--- config.mk ---
export PLATFORM = sky130hd
export DESIGN_NAME = packed_rgb_crossfade_overlay
export DESIGN_NICKNAME = d
export VERILOG_FILES = /design/src/rtl/core/rgbxf_pkg.sv /design/src/rtl/core/rgbxf_envelope.sv /design/src/rtl/core/rgbxf_blend.sv /design/src/rtl/core/packed_rgb_crossfade_overlay.sv
export SDC_FILE = /design/constraint.sdc
export NUM_CORES = 1
export LEC_CHECK = 0
export BUFFER_PORTS_ARGS = -buffer_cell sky130_fd_sc_hd__buf_4
export CORE_ASPECT_RATIO = 2
export CORE_UTILIZATION = 45
export DETAILED_ROUTE_END_ITERATION = 6
export GPL_ROUTABILITY_DRIVEN = 0
export HOLD_SLACK_MARGIN = 0.12
export PLACE_DENSITY = 0.7
export REMOVE_ABC_BUFFERS = 1
export SETUP_SLACK_MARGIN = 0.15
export SLEW_MARGIN = 30
export SYNTH_ARGS = -nofsm -noshare
export SYNTH_HDL_FRONTEND = slang
export SYNTH_SLANG_ARGS = --single-unit
--- constraint.sdc ---
create_clock -name clk_i -period 25 [get_ports clk_i]
set_clock_uncertainty 0.2 [all_clocks]
set_input_delay 5 -clock clk_i [delete_from_list [all_inputs] [get_ports clk_i]]
set_output_delay 5 -clock clk_i [all_outputs]
set_load 0.02 [all_outputs]
--- src/rtl/core/rgbxf_pkg.sv ---
// Package for the packed RGB crossfade overlay.
// Fade envelope breakpoints, factor struct and ramp threshold function.
// No dependencies.
package rgbxf_pkg;

  localparam int unsigned ChanW    = 8;
  localparam int unsigned PackedW  = 30;
  localparam int unsigned RgbW     = 24;
  localparam int unsigned FactorW  = 6;
  localparam int unsigned DtW      = 12;
  localparam int unsigned TimeW    = 16;
  localparam int unsigned FactorMax = 32;
  localparam int unsigned InDataW  = 88;

  localparam logic [TimeW-1:0] T_FADE_IN_END  = 16'd1500;
  localparam logic [TimeW-1:0] T_HOLD_END     = 16'd4000;
  localparam logic [TimeW-1:0] T_CROSS_END    = 16'd6000;
  localparam logic [TimeW-1:0] T_FADE_OUT_END = 16'd9000;

  localparam int unsigned SPAN_FADE_IN  = 1500;
  localparam int unsigned SPAN_HOLD     = 2500;
  localparam int unsigned SPAN_CROSS    = 2000;
  localparam int unsigned SPAN_FADE_OUT = 3000;

  // factor = floor(dt * 329 / (10 * span))
  localparam int unsigned RAMP_NUM = 329;

  typedef enum logic [0:0] {
    CFG_ENABLE  = 1'b0,
    CFG_ELAPSED = 1'b1
  } cfg_idx_e;

  typedef enum logic [1:0] {
    SEG_FADE_IN,
    SEG_HOLD,
    SEG_CROSS,
    SEG_FADE_OUT
  } seg_e;

  typedef struct packed {
    logic               bypass;
    logic [FactorW-1:0] first;
    logic [FactorW-1:0] second;
  } fade_t;

  // smallest dt at which the factor reaches k
  function automatic logic [DtW-1:0] ramp_threshold(input int unsigned k,
                                                    input int unsigned span);
    int unsigned prod;
    prod = k * span * 10 + RAMP_NUM - 1;
    return DtW'(prod / RAMP_NUM);
  endfunction

endpackage

--- src/rtl/core/rgbxf_envelope.sv ---
// Fade envelope: elapsed time to the two overlay factors, registered.
// Depends on rgbxf_pkg.
module rgbxf_envelope (
  input  logic                          clk_i,
  input  logic                          rst_ni,
  input  logic                          enable_i,
  input  logic [rgbxf_pkg::TimeW-1:0]   elapsed_i,
  output rgbxf_pkg::fade_t              fade_o
);

  rgbxf_pkg::fade_t                   fade_d, fade_q;
  rgbxf_pkg::seg_e                    seg;
  logic [rgbxf_pkg::TimeW-1:0]        diff;
  logic [rgbxf_pkg::DtW-1:0]          dt;
  logic [rgbxf_pkg::DtW-1:0]          thr;
  logic [rgbxf_pkg::FactorMax-1:0]    reached;
  logic [rgbxf_pkg::FactorW-1:0]      ramp;

  always_comb begin
    if (elapsed_i < rgbxf_pkg::T_FADE_IN_END) begin
      seg  = rgbxf_pkg::SEG_FADE_IN;
      diff = elapsed_i;
    end else if (elapsed_i < rgbxf_pkg::T_HOLD_END) begin
      seg  = rgbxf_pkg::SEG_HOLD;
      diff = elapsed_i - rgbxf_pkg::T_FADE_IN_END;
    end else if (elapsed_i < rgbxf_pkg::T_CROSS_END) begin
      seg  = rgbxf_pkg::SEG_CROSS;
      diff = rgbxf_pkg::T_CROSS_END - elapsed_i;
    end else begin
      seg  = rgbxf_pkg::SEG_FADE_OUT;
      diff = rgbxf_pkg::T_FADE_OUT_END - elapsed_i;
    end
    dt = diff[rgbxf_pkg::DtW-1:0];

    // thresholds rise with k, so the count of those passed is the factor
    for (int k = 0; k < rgbxf_pkg::FactorMax; k++) begin
      case (seg)
        rgbxf_pkg::SEG_FADE_IN:
          thr = rgbxf_pkg::ramp_threshold(k + 1, rgbxf_pkg::SPAN_FADE_IN);
        rgbxf_pkg::SEG_HOLD:
          thr = rgbxf_pkg::ramp_threshold(k + 1, rgbxf_pkg::SPAN_HOLD);
        rgbxf_pkg::SEG_CROSS:
          thr = rgbxf_pkg::ramp_threshold(k + 1, rgbxf_pkg::SPAN_CROSS);
        default:
          thr = rgbxf_pkg::ramp_threshold(k + 1, rgbxf_pkg::SPAN_FADE_OUT);
      endcase
      reached[k] = (dt >= thr);
    end
    ramp = rgbxf_pkg::FactorW'($countones(reached));

    fade_d.bypass = !enable_i || (elapsed_i >= rgbxf_pkg::T_FADE_OUT_END);
    case (seg)
      rgbxf_pkg::SEG_FADE_IN: begin
        fade_d.first  = ramp;
        fade_d.second = '0;
      end
      rgbxf_pkg::SEG_HOLD: begin
        fade_d.first  = rgbxf_pkg::FactorW'(rgbxf_pkg::FactorMax);
        fade_d.second = ramp;
      end
      rgbxf_pkg::SEG_CROSS: begin
        fade_d.first  = ramp;
        fade_d.second = rgbxf_pkg::FactorW'(rgbxf_pkg::FactorMax);
      end
      default: begin
        fade_d.first  = '0;
        fade_d.second = ramp;
      end
    endcase
  end

  always_ff @(posedge clk_i or negedge rst_ni) begin
    if (!rst_ni) begin
      fade_q <= '{bypass: 1'b1, first: '0, second: '0};
    end else begin
      fade_q <= fade_d;
    end
  end

  assign fade_o = fade_q;

endmodule

--- src/rtl/core/rgbxf_blend.sv ---
// Per-channel scale, saturating overlay sum and saturating add to background.
// Depends on rgbxf_pkg.
module rgbxf_blend (
  input  logic [rgbxf_pkg::PackedW-1:0] first_i,
  input  logic [rgbxf_pkg::PackedW-1:0] second_i,
  input  logic [rgbxf_pkg::RgbW-1:0]    background_i,
  input  rgbxf_pkg::fade_t              fade_i,
  output logic [rgbxf_pkg::RgbW-1:0]    blended_o
);

  localparam int unsigned PackFieldW = 10;
  localparam int unsigned KeepW      = 5;
  localparam int unsigned KeepLsb    = 3;
  localparam int unsigned ProdW      = KeepW + rgbxf_pkg::FactorW;

  logic [KeepW-1:0]              c_first, c_second;
  logic [ProdW-1:0]              p_first, p_second;
  logic [rgbxf_pkg::ChanW-1:0]   s_first, s_second, ov, bg;
  logic [rgbxf_pkg::ChanW:0]     ov_sum, dst_sum;
  logic [rgbxf_pkg::RgbW-1:0]    mixed;

  always_comb begin
    for (int ch = 0; ch < 3; ch++) begin
      c_first  = first_i[ch*PackFieldW + KeepLsb +: KeepW];
      c_second = second_i[ch*PackFieldW + KeepLsb +: KeepW];
      p_first  = ProdW'(c_first) * ProdW'(fade_i.first);
      p_second = ProdW'(c_second) * ProdW'(fade_i.second);
      // product >> 2, keep top five bits of the channel
      s_first  = {p_first[ProdW-2 -: KeepW], 3'b000};
      s_second = {p_second[ProdW-2 -: KeepW], 3'b000};
      ov_sum   = {1'b0, s_first} + {1'b0, s_second};
      ov       = ov_sum[rgbxf_pkg::ChanW] ? '1 : ov_sum[rgbxf_pkg::ChanW-1:0];
      bg       = background_i[ch*rgbxf_pkg::ChanW +: rgbxf_pkg::ChanW];
      dst_sum  = {1'b0, bg} + {1'b0, ov};
      mixed[ch*rgbxf_pkg::ChanW +: rgbxf_pkg::ChanW] =
        dst_sum[rgbxf_pkg::ChanW] ? '1 : dst_sum[rgbxf_pkg::ChanW-1:0];
    end
    blended_o = fade_i.bypass ? background_i : mixed;
  end

endmodule

--- src/rtl/core/packed_rgb_crossfade_overlay.sv ---
// Top level of the packed RGB crossfade overlay: config registers, pixel pipeline.
// Depends on rgbxf_pkg, rgbxf_envelope and rgbxf_blend.
//
//  channel   direction  handshake                    payload
//  s_axis    in         s_axis_tvalid_i/tready_o     first, second, background pixel
//  m_axis    out        m_axis_tvalid_o/tready_i     blended pixel
//  cfg       in         cfg_valid_i/cfg_ready_o      register index, write data
//
// One pixel per clock while the result side accepts and cfg_valid_i is low; a
// request passes the input register, then the result register. Factors are
// registered from the config registers every cycle, so the pixel datapath is one
// mask, small multiply and two saturating adds. Reset leaves the overlay disabled.
// A stalled result holds the result register; a free input register takes a request.
module packed_rgb_crossfade_overlay (
  input  logic                            clk_i,
  input  logic                            rst_ni,
  // [29:0] first_pixel, [59:30] second_pixel, [83:60] background_pixel, [87:84] zero
  input  logic [rgbxf_pkg::InDataW-1:0]   s_axis_tdata_i,
  input  logic                            s_axis_tvalid_i,
  output logic                            s_axis_tready_o,
  // [23:0] blended_pixel
  output logic [rgbxf_pkg::RgbW-1:0]      m_axis_tdata_o,
  output logic                            m_axis_tvalid_o,
  input  logic                            m_axis_tready_i,
  input  logic                            cfg_valid_i,
  output logic                            cfg_ready_o,
  input  logic                            cfg_index_i,
  input  logic [rgbxf_pkg::TimeW-1:0]     cfg_data_i
);

  localparam int unsigned SecondLsb = rgbxf_pkg::PackedW;
  localparam int unsigned BgLsb     = 2 * rgbxf_pkg::PackedW;

  logic                            enable_q, enable_d;
  logic [rgbxf_pkg::TimeW-1:0]     elapsed_q, elapsed_d;
  logic                            s1_valid_q, s1_valid_d;
  logic [rgbxf_pkg::PackedW-1:0]   s1_first_q, s1_second_q;
  logic [rgbxf_pkg::RgbW-1:0]      s1_bg_q;
  logic                            out_valid_q, out_valid_d;
  logic [rgbxf_pkg::RgbW-1:0]      out_data_q;
  logic [rgbxf_pkg::RgbW-1:0]      blended;
  rgbxf_pkg::fade_t                fade;
  logic                            advance, load_s1, cfg_write;

  assign cfg_ready_o = 1'b1;
  assign cfg_write   = cfg_valid_i && cfg_ready_o;

  always_comb begin
    enable_d  = enable_q;
    elapsed_d = elapsed_q;
    if (cfg_write) begin
      case (cfg_index_i)
        rgbxf_pkg::CFG_ENABLE:  enable_d  = cfg_data_i[0];
        rgbxf_pkg::CFG_ELAPSED: elapsed_d = cfg_data_i;
        default: ;
      endcase
    end
  end

  assign advance         = !out_valid_q || m_axis_tready_i;
  assign s_axis_tready_o = (!s1_valid_q || advance) && !cfg_valid_i;
  assign load_s1         = s_axis_tvalid_i && s_axis_tready_o;

  always_comb begin
    s1_valid_d  = s1_valid_q;
    out_valid_d = out_valid_q;
    if (advance) begin
      out_valid_d = s1_valid_q;
      s1_valid_d  = 1'b0;
    end
    if (load_s1) begin
      s1_valid_d = 1'b1;
    end
  end

  always_ff @(posedge clk_i or negedge rst_ni) begin
    if (!rst_ni) begin
      enable_q    <= 1'b0;
      elapsed_q   <= '0;
      s1_valid_q  <= 1'b0;
      out_valid_q <= 1'b0;
    end else begin
      enable_q    <= enable_d;
      elapsed_q   <= elapsed_d;
      s1_valid_q  <= s1_valid_d;
      out_valid_q <= out_valid_d;
    end
  end

  always_ff @(posedge clk_i) begin
    if (load_s1) begin
      s1_first_q  <= s_axis_tdata_i[rgbxf_pkg::PackedW-1:0];
      s1_second_q <= s_axis_tdata_i[SecondLsb +: rgbxf_pkg::PackedW];
      s1_bg_q     <= s_axis_tdata_i[BgLsb +: rgbxf_pkg::RgbW];
    end
    if (advance && s1_valid_q) begin
      out_data_q <= blended;
    end
  end

  rgbxf_envelope u_envelope (
    .clk_i     (clk_i),
    .rst_ni    (rst_ni),
    .enable_i  (enable_q),
    .elapsed_i (elapsed_q),
    .fade_o    (fade)
  );

  rgbxf_blend u_blend (
    .first_i      (s1_first_q),
    .second_i     (s1_second_q),
    .background_i (s1_bg_q),
    .fade_i       (fade),
    .blended_o    (blended)
  );

  assign m_axis_tvalid_o = out_valid_q;
  assign m_axis_tdata_o  = out_data_q;

endmodule

==> results.ini, run 1 <==
[run_status]
outcome = finished, final reports clean

[floorplan]
initial_core_util_pct = 45.81
rows = 93
dieArea_um2 = 33580
io_pins = 137
die_w_um = 130.1
coreArea_um2 = 32230
die_h_um = 258.2

[worst_setup_path]
timing.rr.start = elapsed_q[2]$_DFFE_PN0P_
crit_path_start_kind = input port
startpoint = m_axis_tready_i
cp-end-kind = output pin
crit_fanout = 2
crit_type = in -> out
worstPathArrival_ns = 5.51
worstPathRequired_ns = 19.80

[cts]
cts_num_sinks = 110
clk_latency_ns = 0.39
clkTransAtPathRegs_ns = 0.08
numCtsBuffers = 9
cts_root_buf = clkbuf_16
post_cts.repair.setup_buffers = 0
hold_buffers = 0
cts_tree = built
ctsLongestPathBuffers = 2
cts.repair.resized = 0
cts.htree.levels = 3

[detailed_routing]
num_vias = 12120
wire_per_inst_um = 19.53
vias_per_cell = 5.676
dr.pass1.iters = 5
drt_iter0_markers = 439
routed_wirelength_mm = 41.71
drtAntennaViolNets = 0
drc_errors = 0

[synth]
synth_ff_type = edfxtp_1
synth_area_um2 = 14770
yosysUniqueCellTypes = 78
yosys_warnings = 0
synth_edf_count = 78
ys_ff_latch = 110
syn_avg_cell_area_um2 = 9.154
synthCells = 1613
ys_seq_area_share_pct = 21.29
async_reset_ff_share_pct = 29.09

[global_route]
grt_pass1_wl_mm = 65.29
gr-total-overflow = 0
grt_use_total_pct = 26.11
grt_max_degree = 56
grt_pass1_vias = 12940
grt_antenna_before_repair = 0

[sta]
finalCritPeriodShare_pct = 42.83
setup_violations = 0
drv_slew = 0
relSlewSlack_pct = 40.87
setup_tns_ns = 0
rsz0062_at_grt = no
worst_pin_slew_ns = 0.8810
fmax_mhz = 93.39
fin_crit_ns = 10.71
finalHoldViolations = 0

[cells_and_area]
drive_gt1_share_pct = 9.655
synthToLayoutAreaGrowth_pct = 10.35
nNetsFinal = 2193
layout_common_cells = ha_1, inv_1, nand2_1, a21oi_1, buf_4
layout_commonest_cell = ha_1
fillers = 3011
antennaDiodeCount = 0

[worst_hold_path]
hp-class = reg -> reg
hp-start = enable_q$_DFFE_PN0P_

[place]
dp_hpwl_mm = 33.60
io_buffer_count = 101

[flow_run]
maxCapViolCount = 0

-- cells by family after synthesis --
family          count (synthesis)  share of synthesized area [%]
simple gates                  393                          13.05
fa+ha+maj                     379                          36.79
compound gates                350                          14.95
buf+inv                       271                          7.042
flops                         110                          21.29
xor+xnor                       89                          5.330
mux                            20                          1.517
other cells                     1                        0.02540
-- state kept, by name, indices dropped and copies added (netlist names) --
signal and flops:
s1_second_q 15, m_axis_tvalid_o 1, s1_bg_q 24, u_envelope.fade_o 13, s1_first_q 15, elapsed_q 16, s1_valid_q 1, enable_q 1
m_axis_tdata_o 24
-- metrics by stage --
step | hold WS, ns | instances | util (%) | setup slack, ns | instance area [um2]
floorplan | 0.1862 | 1584 | - | 14.37 | 14640
global placement | 0.2832 | 2120 | 49.63 | 14.31 | 16000
detailed placement | 0.2934 | 2120 | 49.63 | 14.30 | 16000
CTS | 0.3050 | 2136 | 50.55 | 14.29 | 16290
global route | 0.3444 | 2136 | 50.55 | 14.24 | 16290
finish | 0.3227 | 2136 | 50.55 | 14.29 | 16290
-- worst max-delay path, cell delays in order --
cell     delay (ns)
buf_4          0.11
nor2b_1        0.14
a21oi_1        0.10
buf_4          0.16
-- worst paths after layout --
kind	to	slack, ns	depth (start not counted)
max	s_axis_tready_o	14.29	4
min	enable_q$_DFFE_PN0P_	0.32	1
max reg2reg	u_envelope.fade_o[5]$_DFF_PN0_	15.13	35
min reg2reg	enable_q$_DFFE_PN0P_	0.32	1
max in group asynchronous	u_envelope.fade_o[12]$_DFF_PN1_	19.91	1
min in group asynchronous	elapsed_q[6]$_DFFE_PN0P_	4.35	1
-- layout make-up --
class | instances | area, um2 | share of cell area (%)
Clock buffer | 12 | 267.8 | 1.643
Clock inverter | 4 | 27.53 | 0.1689
Inverter | 242 | 910.9 | 5.591
Multi-Input combinational cell | 1232 | 10590 | 65.00
Sequential cell | 110 | 3144 | 19.30
Tap cell | 427 | 534.3 | 3.279
Timing Repair Buffer | 109 | 818.3 | 5.022
-- cells in the mapped netlist, types with 22 or more instances --
cell | number | area, um2
ha_1 | 287 | 3591
inv_1 | 239 | 897.1
nand2_1 | 141 | 529.3
a21oi_1 | 137 | 685.7
fa_1 | 92 | 1842
nor2_1 | 84 | 315.3
edfxtp_1 | 78 | 2342
and2_1 | 74 | 462.9
xnor2_1 | 65 | 569.3
o21ai_0 | 50 | 250.2
a21o_1 | 45 | 337.8
dfrtp_1 | 31 | 775.7
o21bai_1 | 28 | 210.2
xor2_1 | 23 | 201.4
nand2b_1 | 22 | 137.6
-- metal layers --
layer | routed length, um | GRT usage, %
met5 | 0 | 0
met4 | 4209 | 24.42
met3 | 1979 | 5.221
met2 | 22730 | 49.41
met1 | 12790 | 21.60
Power of run 1 is left out: the tool's default activity adds up to more than one toggle a clock period on the data nets, which glitch-free logic cannot reach.
==> run 2, diff against run 1 <==
clock period = 10.3 ns   (was 25 ns; I/O delays follow)
==> results.ini, run 2 (synthesis gave the netlist of run 1 again) <==
[cts]
clk_latency_ns = 0.39
ctsLongestPathBuffers = 2
cts_num_sinks = 110
cts_tree = built
cts.repair.resized = 0
post_cts.repair.setup_buffers = 0
cts_root_buf = clkbuf_16
cts.htree.levels = 3
numCtsBuffers = 9
hold_buffers = 0
clkTransAtPathRegs_ns = 0.08

[global_route]
grt_pass1_vias = 12790
grt_use_total_pct = 26.01
gr-total-overflow = 0
grt_max_degree = 56
grt_antenna_before_repair = 0
grt_pass1_wl_mm = 65.05

[floorplan]
die_w_um = 130.1
io_pins = 137
die_h_um = 258.2
coreArea_um2 = 32230
initial_core_util_pct = 45.81
dieArea_um2 = 33580
rows = 93

[place]
dp_hpwl_mm = 33.42
io_buffer_count = 101

[worst_setup_path]
crit_type = reg -> reg
crit_slowest_cell = o21ai_0
worstPathRequired_ns = 10.34
rrSetupSlack_ns = 0.78
cp-end-kind = register
crit_fanout = 14
critPathMostFrequentCell = inv_1
cp.depth = 32
worstPathArrival_ns = 9.56
critPathBufInv = 8
crit_path_start_kind = register
path_delay_family = adder cells
critical-path-max-stage-delay_ns = 0.82
reg2regPathDepth = 32

[detailed_routing]
wl_met1_mm = 12.79
drc_errors = 0
wl_met3_mm = 2.047
num_vias = 12030
wire_per_inst_um = 19.33
dr.pass1.iters = 5
drt_iter0_markers = 472
vias_per_cell = 5.610
wl_met2_mm = 22.57
top_layer = met4
routed_wirelength_mm = 41.45
drtAntennaViolNets = 0

[sta]
rsz0062_at_grt = no
drv_slew = 0
setup_tns_ns = 0
relSlewSlack_pct = 30.83
setup_violations = 0
finalCritPeriodShare_pct = 92.47
fin_hold_ws_ns = 0.3159
fin_crit_ns = 9.525
fmax_mhz = 105.0
finalHoldViolations = 0
worst_pin_slew_ns = 1.027

[flow_run]
maxCapViolCount = 0

[cells_and_area]
layout_common_cells = ha_1, inv_1, nand2_1, a21oi_1, buf_4
synthToLayoutAreaGrowth_pct = 10.78
antennaDiodeCount = 0
layout_commonest_cell = ha_1
finish.utilization_pct = 50.75
drive_gt1_share_pct = 10.13
nNetsFinal = 2201

[worst_hold_path]
hold_path_depth = 1
hp-class = reg -> reg

[run_status]
outcome = finished, final reports clean

[run 2: final cells by class]
class                           instances  area (um2)
Fill cell                            2962       15880
Multi-Input combinational cell       1232       10590
Sequential cell                       110        3144
Inverter                              242       910.9
Timing Repair Buffer                  117       878.3
Tap cell                              427       534.3
Clock buffer                           10       250.2
Clock inverter                          6       48.80
[run 2: path summary, 6_finish.rpt]
check | to | startpoint
setup / recovery | u_envelope.fade_o[11]$_DFF_PN0_ | elapsed_q[8]$_DFFE_PN0P_
hold / removal | enable_q$_DFFE_PN0P_ | enable_q$_DFFE_PN0P_
setup reg to reg | u_envelope.fade_o[11]$_DFF_PN0_ | elapsed_q[8]$_DFFE_PN0P_
hold reg to reg | enable_q$_DFFE_PN0P_ | enable_q$_DFFE_PN0P_
max in group asynchronous | u_envelope.fade_o[12]$_DFF_PN1_ | rst_ni
min in group asynchronous | elapsed_q[4]$_DFFE_PN0P_ | rst_ni
[run 2: metrics by stage]
stage / std cells / instance area [um2] / setup WS [ns]
6_report: 2144 / 16360 / 0.7752
5_1_grt: 2144 / 16360 / 0.2814
4_1_cts: 2144 / 16360 / 1.162
3_5_place_dp: 2128 / 16060 / 1.195
3_3_place_gp: 2128 / 16060 / 1.259
2_1_floorplan: 1584 / 14640 / 2.143
[run 2: per-layer routing]
| metal | vias up | global-route usage [%] |
|---|---|---|
| li1 | 5689 | - |
| met1 | 5742 | 21.88 |
| met2 | 393 | 49.36 |
| met3 | 203 | 5.283 |
| met4 | 0 | 23.00 |
| met5 | - | 0 |
Power of run 2 is left out for the same reason.
==> run 3, diff against run 2 <==
CELL_PAD_IN_SITES_DETAIL_PLACEMENT = 1   (was not set)
CELL_PAD_IN_SITES_GLOBAL_PLACEMENT = 1   (was not set)
GPL_TIMING_DRIVEN = 0   (was not set)
PLACE_DENSITY = 0.86   (was 0.7)
==> results.ini, run 3 (synthesis gave the netlist of run 1 again) <==
[worst_setup_path]
cp.depth = 32
timing.rr.start = elapsed_q[8]$_DFFE_PN0P_
critPathBufInv = 6
r2r-end = u_envelope.fade_o[11]$_DFF_PN0_
cp-end-kind = register
rrSetupSlack_ns = 0.12
critical-path-max-stage-delay_ns = 0.65
path_delay_family = adder cells
critPathMostFrequentCell = fa_1
crit_slowest_cell = dfrtp_1
crit_fanout = 8
startpoint = elapsed_q[8]$_DFFE_PN0P_
worstPathArrival_ns = 10.24
crit_path_start_kind = register
reg2regPathDepth = 32
crit_type = reg -> reg
endpoint = u_envelope.fade_o[11]$_DFF_PN0_
worstPathRequired_ns = 10.37

[cells_and_area]
nNetsFinal = 2198
finish.utilization_pct = 50.96
layoutNonFillerInstCount = 2143
layout_commonest_cell = ha_1
layout_common_cells = ha_1, inv_1, nand2_1, a21oi_1, buf_4
drive_gt1_share_pct = 10.50
synthToLayoutAreaGrowth_pct = 11.25

[floorplan]
dieArea_um2 = 33580
io_pins = 137
die_h_um = 258.2
rows = 93
coreArea_um2 = 32230
initial_core_util_pct = 45.81
die_w_um = 130.1

[detailed_routing]
vias_per_cell = 5.785
drt_iter0_markers = 461
wire_per_inst_um = 21.56
dr.pass1.iters = 4
num_vias = 12400
drtAntennaViolNets = 0
routed_wirelength_mm = 46.20
drc_errors = 0

[global_route]
grt_use_total_pct = 28.51
grt_pass1_vias = 14190
gr-usage-met1_pct = 22.32
grt_antenna_before_repair = 2
grt_pass1_wl_mm = 71.57
gr-max-usage-layer = met2
gr-total-overflow = 0
use_met2_pct = 56.58
grt_max_degree = 45
grtUsageMet3_pct = 3.605

[sta]
fin_hold_ws_ns = 0.2388
drv_slew = 0
worst_pin_slew_ns = 0.9484
setup_violations = 0
finalHoldViolations = 0
fin_crit_ns = 10.18
finalCritPeriodShare_pct = 98.79
fmax_mhz = 98.28
relSlewSlack_pct = 36.77

[cts]
cts_num_sinks = 110
clk_latency_ns = 0.39
cts_root_buf = clkbuf_16
clkTransAtPathRegs_ns = 0.09
ctsLongestPathBuffers = 2
cts_tree = built
numCtsBuffers = 9
cts.htree.levels = 3

[worst_hold_path]
hp-class = reg -> reg
hold_path_depth = 1

[place]
dp_hpwl_mm = 37.78
post-place-cells = 2116
io_buffer_count = 101

[flow_run]
maxCapViolCount = 0

[run_status]
outcome = finished, final reports clean

==> run 3: changes by cell type in the layout (fill, tap and decap cells not counted), moves of 3 or more <==
cell / previous run / this run
xnor2_2: 2 / 5
clkinv_4: 0 / 3
buf_4: 117 / 111
xnor2_1: 64 / 61
==> run 3: layout make-up <==
cell class	count	area, um2
Clock inverter	7	78.83
Clock buffer	9	225.2
Multi-Input combinational cell	1233	10650
Inverter	242	918.4
Timing Repair Buffer	113	872.1
Antenna cell	2	5.005
Tap cell	427	534.3
Sequential cell	110	3144
Fill cell	3837	15810
==> run 3: worst register-to-register path: cells and delay by family (launching register included) <==
| kind | cells | cell delay [ns] |
|---|---|---|
| compound gates | 11 | 2.13 |
| xor+xnor | 1 | 0.54 |
| fa+ha+maj | 10 | 4.35 |
| buf+inv | 6 | 0.64 |
| flops | 1 | 0.65 |
| simple gates | 4 | 1.56 |
==> run 3: worst min-delay path by stage <==
stage | startpoint | to | slack [ns]
5_1_grt | enable_q$_DFFE_PN0P_ | u_envelope.fade_o[12]$_DFF_PN1_ | 0.26
6_report | enable_q$_DFFE_PN0P_ | u_envelope.fade_o[12]$_DFF_PN1_ | 0.24
3_5_place_dp | enable_q$_DFFE_PN0P_ | u_envelope.fade_o[12]$_DFF_PN1_ | 0.24
3_3_place_gp | enable_q$_DFFE_PN0P_ | u_envelope.fade_o[12]$_DFF_PN1_ | 0.22
4_1_cts | enable_q$_DFFE_PN0P_ | u_envelope.fade_o[12]$_DFF_PN1_ | 0.24
2_1_floorplan | enable_q$_DFFE_PN0P_ | u_envelope.fade_o[12]$_DFF_PN1_ | 0.19
==> run 3: per-layer routing <==
layer	routed length (um)	part of all wire, %
met5	0	0
met4	4960	11
met3	1425	3.1
met2	26210	57
met1	13600	29
==> run 3: timing repair <==
item,CTS,global route
gates resized for setup,1,6
pin swaps,0,1
endpoints found under the hold margin,0,0
setup buffers,0,8
gates cloned,0,1
setup endpoints to repair,2,8
hold buffers,0,0
==> run 3: metrics by stage <==
step	setup TNS, ns	cell area, um2	worst slack [ns]
finish	0	16430	0.1246
global route	-0.008190	16430	-0.008190
CTS	0	16330	0.3255
detailed placement	0	16020	0.1333
global placement	-3.703	15930	-0.6814
floorplan	0	14640	2.143
Power of run 3 is left out for the same reason.
